<file path="src/design/frac_pkg.sv">
package frac_pkg;

  // request from the sequencer to an arithmetic unit
  typedef struct packed {
    logic start;
  } unit_ctl_t;

  // status returned by an arithmetic unit
  typedef struct packed {
    logic busy;
    logic done;
  } unit_sts_t;

endpackage

</file>
<file path="src/design/frac_in_if.sv">
interface frac_in_if #(
  parameter int VALUE_WIDTH = 16
);
  logic                   valid;
  logic                   ready;
  logic [VALUE_WIDTH-1:0] numerator;
  logic [VALUE_WIDTH-1:0] denominator;

  modport source (output valid, output numerator, output denominator, input ready);
  modport sink   (input valid, input numerator, input denominator, output ready);
endinterface

</file>
<file path="src/design/frac_out_if.sv">
interface frac_out_if #(
  parameter int VALUE_WIDTH = 16
);
  logic                   valid;
  logic                   ready;
  logic [VALUE_WIDTH-1:0] reduced_numerator;
  logic [VALUE_WIDTH-1:0] reduced_denominator;

  modport source (output valid, output reduced_numerator, output reduced_denominator,
                  input ready);
  modport sink   (input valid, input reduced_numerator, input reduced_denominator,
                  output ready);
endinterface

</file>
<file path="src/design/frac_gcd.sv">
module frac_gcd #(
  parameter int VALUE_WIDTH = 16
) (
  input  logic                   clk,
  input  logic                   rst,
  input  frac_pkg::unit_ctl_t    ctl,
  input  logic [VALUE_WIDTH-1:0] a,
  input  logic [VALUE_WIDTH-1:0] b,
  output frac_pkg::unit_sts_t    sts,
  output logic [VALUE_WIDTH-1:0] g
);

  localparam int KW = (VALUE_WIDTH > 2) ? $clog2(VALUE_WIDTH) : 1;

  typedef enum logic [1:0] {
    G_IDLE,
    G_TWOS,
    G_RUN,
    G_FIX
  } gcd_state_t;

  gcd_state_t             state;
  logic [VALUE_WIDTH-1:0] u;
  logic [VALUE_WIDTH-1:0] v;
  logic [KW-1:0]          k;
  logic                   done;
  logic [VALUE_WIDTH:0]   diff;

  assign diff = {1'b0, u} - {1'b0, v};

  always_ff @(posedge clk) begin
    if (rst) begin
      state <= G_IDLE;
      done  <= 1'b0;
    end else begin
      done <= (state == G_FIX) && (k == '0);
      unique case (state)
        G_IDLE: begin
          if (ctl.start) begin
            u     <= a;
            v     <= b;
            k     <= '0;
            state <= G_TWOS;
          end
        end
        // strip the common factors of two, counted in k
        G_TWOS: begin
          if (!u[0] && !v[0]) begin
            u <= u >> 1;
            v <= v >> 1;
            k <= k + 1'b1;
          end else begin
            state <= G_RUN;
          end
        end
        G_RUN: begin
          if (v == '0) begin
            state <= G_FIX;
          end else if (u == '0) begin
            u     <= v;
            state <= G_FIX;
          end else if (!u[0]) begin
            u <= u >> 1;
          end else if (!v[0]) begin
            v <= v >> 1;
          end else if (diff[VALUE_WIDTH]) begin
            v <= (v - u) >> 1;
          end else begin
            u <= diff[VALUE_WIDTH-1:0] >> 1;
          end
        end
        // restore the common powers of two one shift at a time
        G_FIX: begin
          if (k == '0) begin
            state <= G_IDLE;
          end else begin
            u <= u << 1;
            k <= k - 1'b1;
          end
        end
        default: state <= G_IDLE;
      endcase
    end
  end

  assign g        = u;
  assign sts.done = done;
  assign sts.busy = (state != G_IDLE);

endmodule

</file>
<file path="src/design/frac_div.sv">
module frac_div #(
  parameter int VALUE_WIDTH = 16
) (
  input  logic                   clk,
  input  logic                   rst,
  input  frac_pkg::unit_ctl_t    ctl,
  input  logic [VALUE_WIDTH-1:0] dividend,
  input  logic [VALUE_WIDTH-1:0] divisor,
  output frac_pkg::unit_sts_t    sts,
  output logic [VALUE_WIDTH-1:0] quotient
);

  localparam int CW = (VALUE_WIDTH > 2) ? $clog2(VALUE_WIDTH) : 1;

  typedef enum logic {
    D_IDLE,
    D_RUN
  } div_state_t;

  div_state_t             state;
  logic [VALUE_WIDTH-1:0] x;
  logic [VALUE_WIDTH-1:0] d;
  logic [VALUE_WIDTH-1:0] rem;
  logic [CW-1:0]          cnt;
  logic                   done;
  logic [VALUE_WIDTH:0]   rem_shift;
  logic [VALUE_WIDTH:0]   trial;

  // restoring division: one quotient bit per cycle, shifted into x
  assign rem_shift = {rem, x[VALUE_WIDTH-1]};
  assign trial     = rem_shift - {1'b0, d};

  always_ff @(posedge clk) begin
    if (rst) begin
      state <= D_IDLE;
      done  <= 1'b0;
    end else begin
      done <= (state == D_RUN) && (cnt == '0);
      unique case (state)
        D_IDLE: begin
          if (ctl.start) begin
            x     <= dividend;
            d     <= divisor;
            rem   <= '0;
            cnt   <= CW'(VALUE_WIDTH - 1);
            state <= D_RUN;
          end
        end
        D_RUN: begin
          if (!trial[VALUE_WIDTH]) begin
            rem <= trial[VALUE_WIDTH-1:0];
            x   <= {x[VALUE_WIDTH-2:0], 1'b1};
          end else begin
            rem <= rem_shift[VALUE_WIDTH-1:0];
            x   <= {x[VALUE_WIDTH-2:0], 1'b0};
          end
          if (cnt == '0) begin
            state <= D_IDLE;
          end else begin
            cnt <= cnt - 1'b1;
          end
        end
        default: state <= D_IDLE;
      endcase
    end
  end

  assign quotient = x;
  assign sts.done = done;
  assign sts.busy = (state != D_IDLE);

endmodule

</file>
<file path="src/design/fraction_reducer_top.sv">
// one fraction at a time; the next transaction is taken once the result is in the output register
// a zero numerator or denominator goes straight to S_WR; otherwise the sequencer runs the binary gcd,
// then two bit-serial divisions (numerator, then denominator, each by the gcd), and S_WR then loads
// the output register
// a stalled output holds the input off
// reset is synchronous: it clears the sequencer, the units and the output valid
module fraction_reducer_top #(
  parameter int VALUE_WIDTH = 16
) (
  input  logic                   clk,
  input  logic                   rst,
  frac_in_if.sink                fraction_in,
  frac_out_if.source             fraction_out
);

  typedef enum logic [2:0] {
    S_IDLE,
    S_GCD,
    S_DIVN,
    S_DIVD,
    S_WR
  } top_state_t;

  top_state_t             state;
  logic [VALUE_WIDTH-1:0] num;
  logic [VALUE_WIDTH-1:0] den;
  logic [VALUE_WIDTH-1:0] gval;
  logic [VALUE_WIDTH-1:0] res_n;
  logic [VALUE_WIDTH-1:0] res_d;
  logic [VALUE_WIDTH-1:0] out_n;
  logic [VALUE_WIDTH-1:0] out_d;
  logic                   out_valid;
  logic [VALUE_WIDTH-1:0] div_a;
  logic [VALUE_WIDTH-1:0] quo;
  logic [VALUE_WIDTH-1:0] g;
  frac_pkg::unit_ctl_t    gcd_ctl;
  frac_pkg::unit_ctl_t    div_ctl;
  frac_pkg::unit_sts_t    gcd_sts;
  frac_pkg::unit_sts_t    div_sts;
  logic                   in_xact;
  logic                   out_xact;
  logic                   gcd_go;
  logic                   div_go;

  assign in_xact  = fraction_in.valid && fraction_in.ready;
  assign out_xact = fraction_out.valid && fraction_out.ready;

  frac_gcd #(.VALUE_WIDTH(VALUE_WIDTH)) u_gcd (
    .clk (clk),
    .rst (rst),
    .ctl (gcd_ctl),
    .a   (num),
    .b   (den),
    .sts (gcd_sts),
    .g   (g)
  );

  frac_div #(.VALUE_WIDTH(VALUE_WIDTH)) u_div (
    .clk      (clk),
    .rst      (rst),
    .ctl      (div_ctl),
    .dividend (div_a),
    .divisor  (gval),
    .sts      (div_sts),
    .quotient (quo)
  );

  assign gcd_ctl.start = gcd_go && !gcd_sts.busy;
  assign div_ctl.start = div_go && !div_sts.busy;
  assign div_a         = (state == S_DIVD) ? den : num;

  always_ff @(posedge clk) begin
    if (rst) begin
      state     <= S_IDLE;
      gcd_go    <= 1'b0;
      div_go    <= 1'b0;
      out_valid <= 1'b0;
    end else begin
      gcd_go <= (state == S_IDLE) && in_xact && (fraction_in.numerator != '0) &&
                (fraction_in.denominator != '0);
      div_go <= ((state == S_GCD) && gcd_sts.done) || ((state == S_DIVN) && div_sts.done);
      if ((state == S_WR) && (!out_valid || out_xact)) begin
        out_valid <= 1'b1;
      end else if (out_xact) begin
        out_valid <= 1'b0;
      end
      unique case (state)
        S_IDLE: begin
          if (in_xact) begin
            num <= fraction_in.numerator;
            den <= fraction_in.denominator;
            if (fraction_in.numerator == '0) begin
              res_n <= '0;
              res_d <= VALUE_WIDTH'(1);
              state <= S_WR;
            end else if (fraction_in.denominator == '0) begin
              res_n <= fraction_in.numerator;
              res_d <= '0;
              state <= S_WR;
            end else begin
              state <= S_GCD;
            end
          end
        end
        S_GCD: begin
          if (gcd_sts.done) begin
            gval  <= g;
            state <= S_DIVN;
          end
        end
        S_DIVN: begin
          if (div_sts.done) begin
            res_n <= quo;
            state <= S_DIVD;
          end
        end
        S_DIVD: begin
          if (div_sts.done) begin
            res_d <= quo;
            state <= S_WR;
          end
        end
        // hand the result to the output register once it is free
        S_WR: begin
          if (!out_valid || out_xact) begin
            out_n <= res_n;
            out_d <= res_d;
            state <= S_IDLE;
          end
        end
        default: state <= S_IDLE;
      endcase
    end
  end

  assign fraction_in.ready                = (state == S_IDLE);
  assign fraction_out.valid               = out_valid;
  assign fraction_out.reduced_numerator   = out_n;
  assign fraction_out.reduced_denominator = out_d;

endmodule
</file>
<file path="src/flat_wrapper.sv">
// flat-port wrapper written by rule: the top's interface ports become plain ports
module fraction_reducer_top_flat 
#(
  parameter int VALUE_WIDTH = 16
)
  (clk, rst, fraction_in_valid, fraction_in_numerator, fraction_in_denominator, fraction_in_ready, fraction_out_valid, fraction_out_reduced_numerator, fraction_out_reduced_denominator, fraction_out_ready);
  frac_in_if #(.VALUE_WIDTH(VALUE_WIDTH)) fraction_in_i ();
  frac_out_if #(.VALUE_WIDTH(VALUE_WIDTH)) fraction_out_i ();
  input  logic clk;
  input  logic rst;
  input wire logic [$bits(fraction_in_i.valid)-1:0] fraction_in_valid;
  input wire logic [$bits(fraction_in_i.numerator)-1:0] fraction_in_numerator;
  input wire logic [$bits(fraction_in_i.denominator)-1:0] fraction_in_denominator;
  output wire logic [$bits(fraction_in_i.ready)-1:0] fraction_in_ready;
  output wire logic [$bits(fraction_out_i.valid)-1:0] fraction_out_valid;
  output wire logic [$bits(fraction_out_i.reduced_numerator)-1:0] fraction_out_reduced_numerator;
  output wire logic [$bits(fraction_out_i.reduced_denominator)-1:0] fraction_out_reduced_denominator;
  input wire logic [$bits(fraction_out_i.ready)-1:0] fraction_out_ready;
  assign fraction_in_i.valid = fraction_in_valid;
  assign fraction_in_i.numerator = fraction_in_numerator;
  assign fraction_in_i.denominator = fraction_in_denominator;
  assign fraction_in_ready = fraction_in_i.ready;
  assign fraction_out_valid = fraction_out_i.valid;
  assign fraction_out_reduced_numerator = fraction_out_i.reduced_numerator;
  assign fraction_out_reduced_denominator = fraction_out_i.reduced_denominator;
  assign fraction_out_i.ready = fraction_out_ready;
  fraction_reducer_top #(.VALUE_WIDTH(VALUE_WIDTH)) u_core (.clk(clk), .rst(rst), .fraction_in(fraction_in_i), .fraction_out(fraction_out_i));
endmodule
</file>
<file path="config.mk">
export PLATFORM = sky130hd
export DESIGN_NAME = fraction_reducer_top_flat
export DESIGN_NICKNAME = d
export VERILOG_FILES = /design/src/design/frac_pkg.sv /design/src/design/frac_in_if.sv /design/src/design/frac_out_if.sv /design/src/design/frac_gcd.sv /design/src/design/frac_div.sv /design/src/design/fraction_reducer_top.sv /design/src/flat_wrapper.sv
export SDC_FILE = /design/constraint.sdc
export NUM_CORES = 1
export LEC_CHECK = 0
export ABC_AREA = 1
export BUFFER_PORTS_ARGS = -buffer_cell sky130_fd_sc_hd__buf_2
export CAP_MARGIN = 10
export CORE_UTILIZATION = 55
export DETAILED_ROUTE_END_ITERATION = 12
export GPL_TIMING_DRIVEN = 0
export PLACE_DENSITY = 0.73
export SYNTH_ARGS = -nofsm -noshare
export SYNTH_HDL_FRONTEND = slang
export SYNTH_HIERARCHICAL = 1
export SYNTH_SLANG_ARGS = --single-unit
</file>
<file path="constraint.sdc">
create_clock -name clk -period 3.9 [get_ports clk]
set_input_delay 0.39 -clock clk [delete_from_list [all_inputs] [get_ports clk]]
set_output_delay 0.39 -clock clk [all_outputs]
set_load 0.01 [all_outputs]
</file>
==> summary.txt <==
Global route
  • First-pass GRT wire length: 50800 um
  • Grt ovf: 0
  • Largest net degree at the start of global routing: 20
  • Vias in the first global route: 9582
  • Initial antenna violation count: 0
  • Total GRT Usage: 29.3%

Routing
  • Drt initial violations: 1018
  • Post-route antenna net violation count: 0
  • Final wirelength: 32900 um
  • Detailed-route wire length per cell: 17.8 um
  • DR pass1 iterations: 6
  • Post-route DRC: 0
  • Via count: 10200
  • Via/cell ratio: 5.54

Logic synthesis
  • Synth area leader: edfxtp_1
  • Yosys cell types: 50
  • Synth Cell Area: 12300 um2
  • Yosys warning count: 6
  • Top-count cell post-synth: nand2_1
  • Post-synthesis sequential area ratio: 50.6%
  • Synthesized instance count: 1450
  • Register bit total from synthesis: 211
  • Asr flop ratio synth: 0%
  • Post-synth top cells: nand2_1 (424), edfxtp_1 (200), inv_1 (192)
  • Syn avg cell area: 8.48 um2
  • Area contributors post-synth: edfxtp_1 (49%), nand2_1 (13%), inv_1 (5.9%)
  • Yosys top cell area share: 48.8%
  • Synth Flop Type: edfxtp_1
  • Net Count, Synth: 1545
  • Post-synth EDFFs: 200

Floorplan
  • Die area: 23000 um2
  • Die height: 152 um
  • Row count: 54
  • Core region area: 21900 um2
  • Ports: 70
  • Die W: 152 um
  • Effective utilization at floorplan: 56.2%

Power
  • Worst vdd ir: 547 uV
  • Pwr per Cell Area: 632 nW/um2
  • Leakage: 6.25 nW

Cells and area
  • P&R area growth vs syn: 12.5%
  • Post-Layout Cell Count: 1847
  • Antenna Cells: 0
  • Core Util, Final: 63.2%
  • Final #Nets: 1646
  • Fraction of layout instances using a drive strength above 1: 12.7%

Worst setup path
  • Startpoint Class: flip-flop
  • CP cell instances: inv_2, nand2_2, inv_1, fa_1, inv_1, nand3_1, nand2_2, nand2_1, nand2_2, nand2_2, nand2_4, nand2_2, a311oi_2, buf_4
  • CP Class: flip-flop to flip-flop
  • Most common cell on crit path: nand2_2
  • Crit. End Element: flip-flop
  • Worst R2R Path Depth: 14
  • CP peak stage delay: 0.62 ns
  • Crit Path Max Fanout: 13
  • WP data required: 4.09 ns
  • Worst EP arrival: 3.50 ns
  • Critical path's slowest cell: edfxtp_1

Placement
  • Gpl congestion: 0.996
  • Worst slack at placement: 0.655 ns
  • Number of instances in the placed design: 1806
  • PortBufs: 69
  • Post-DP HPWL: 25500 um

STA
  • F_max: 302 MHz
  • Setup violations, final: 0
  • Tcrit/Tclk final: 84.8%
  • Fin. Hold Viols: 0
  • Worst Skew: 0.0190 ns
  • Slew margin rel.: 49.8%
  • Clock period minus final worst setup slack: 3.31 ns
  • RSZ-0062 raised after global routing: false
  • Setup WS post-layout: 0.591 ns
  • Pins Over Slew Limit: 0
  • Final setup TNS: 0 ns
  • Worst-Margin Slew: 0.748 ns

Clocking
  • Clock Latency Late Sink: 0.51 ns
  • H-tree level count: 1
  • Bufs on Longest Clock Path: 3
  • Clock sink total: 211
  • Num CTS Buffers: 22
  • Clock slew at reported path FFs: 0.06 ns
  • Cts hold-fix bufs: 0
  • Post-CTS setup buffers: 0
  • CTS tree: built
  • Root Driver: clkbuf_16
  • Post-CTS Resized: 0

Hold path
  • Depth of the worst hold-timing path: 1
  • Hold Path Class: input port to flip-flop

Run status
  • Status: finished, final reports clean

Flow run
  • MaxCap Viol Count: 0
## final cells by class
type / instances / area, um2
buffer: 44 / 234
clock buffer: 29 / 577
clock inverter: 11 / 136
fill: 1905 / 8060
inverter: 209 / 791
multi-input combinational: 986 / 5070
sequential: 211 / 6230
tap: 280 / 350
timing repair buffer: 77 / 448
## metal layers
layer  up-vias  wire, um  GRT usage, %
met5         -         0             0
met4         0      1240          10.5
met3        84      2510          3.77
met2       434     15300          47.9
met1      4786     13900          40.1
li1       4921         -             -
## power by group
| group | switching (mW) | internal [mW] |
|---|---|---|
| sequential | 0.278 | 2.88 |
| combinational | 2.41 | 1.11 |
| clock | 0.827 | 1.24 |
| total | 3.51 | 5.24 |
## kinds of logic after synthesis
family | share of synthesized area, %
AOI/OAI and AO/OA | 8.94
xor gates and xnor gates | 1.28
adders and majority gates | 6.25
buffers and inverters | 8.33
DFF | 50.6
muxes | 0.0916
and+or+nand+nor | 24.5
## sequential cells by signal, indices dropped and copies added (netlist names)
| name | cells |
|---|---|
| u_core/fraction_out.reduced_numerator | 16 |
| u_core/res_n | 16 |
| u_core/u_div/d | 16 |
| u_core/num | 16 |
| u_core/u_div/rem | 16 |
| u_core/div_go | 1 |
| u_core/res_d | 16 |
| u_core/den | 16 |
| u_core/u_gcd/done | 1 |
| u_core/u_gcd/k | 4 |
| u_core/state | 3 |
| u_core/u_gcd/g | 16 |
| u_core/u_gcd/v | 16 |
| u_core/u_gcd/state | 2 |
| u_core/fraction_out.valid | 1 |
| u_core/u_div/state | 1 |
| u_core/fraction_out.reduced_denominator | 16 |
| u_core/gval | 16 |
| u_core/u_div/cnt | 4 |
| u_core/u_div/quotient | 16 |
| u_core/u_div/done | 1 |
| u_core/gcd_go | 1 |
## metrics by stage
stage / area [um2] / power (mW) / hold WS [ns]
final: 13800 / 8.75 / 0.0784
after global routing: 13800 / 9.26 / 0.0686
after CTS: 13800 / 8.70 / 0.0721
after detailed placement: 13100 / 6.63 / 0.405
after global placement: 13000 / 6.55 / 0.402
after floorplan: 12300 / 5.55 / 0.400
## worst max-delay path, delay by kind of cell (launching register included)
kind	cells	cell delay [ns]
AND/OR/NAND/NOR	8	0.85
buffers and inverters	4	0.68
flip-flops	1	0.62
adder cells (fa/ha/maj)	1	0.46
AO/OA/AOI/OAI	1	0.41
## worst paths after layout
kind                                                   from                                             endpoint  slack (ns)
worst min register to register   u_core/res_n[12]$_DFFE_PP_  u_core/fraction_out.reduced_numerator[12]$_DFFE_PP_        0.41
worst min-delay path            fraction_in_denominator[11]                             u_core/den[11]$_DFFE_PP_        0.08
worst max register to register  u_core/u_gcd/g[0]$_DFFE_PP_                          u_core/u_gcd/g[4]$_DFFE_PP_        0.59
worst max-delay path            u_core/u_gcd/g[0]$_DFFE_PP_                          u_core/u_gcd/g[4]$_DFFE_PP_        0.59
## cells in the final DEF, fill, tap and decap left out, types with 6 or more instances in the layout
master     count
a21oi_1       84
a21oi_2        9
a221oi_1      13
buf_2         78
buf_6          8
clkbuf_1      30
clkbuf_16     22
clkinv_1       6
dfxtp_1       11
edfxtp_1     200
ha_1          55
inv_1        192
inv_2         12
nand2_1      424
nand2_2       23
nand3_1       47
nand3b_1       6
nand4_1       15
nor2_1       160
nor2_2        13
nor3_1         8
o21ai_0       56
o21ai_1        7
o21bai_1      10
xnor2_1        6
xor2_1        12
Note: power is estimated with default switching activity, not from simulation.
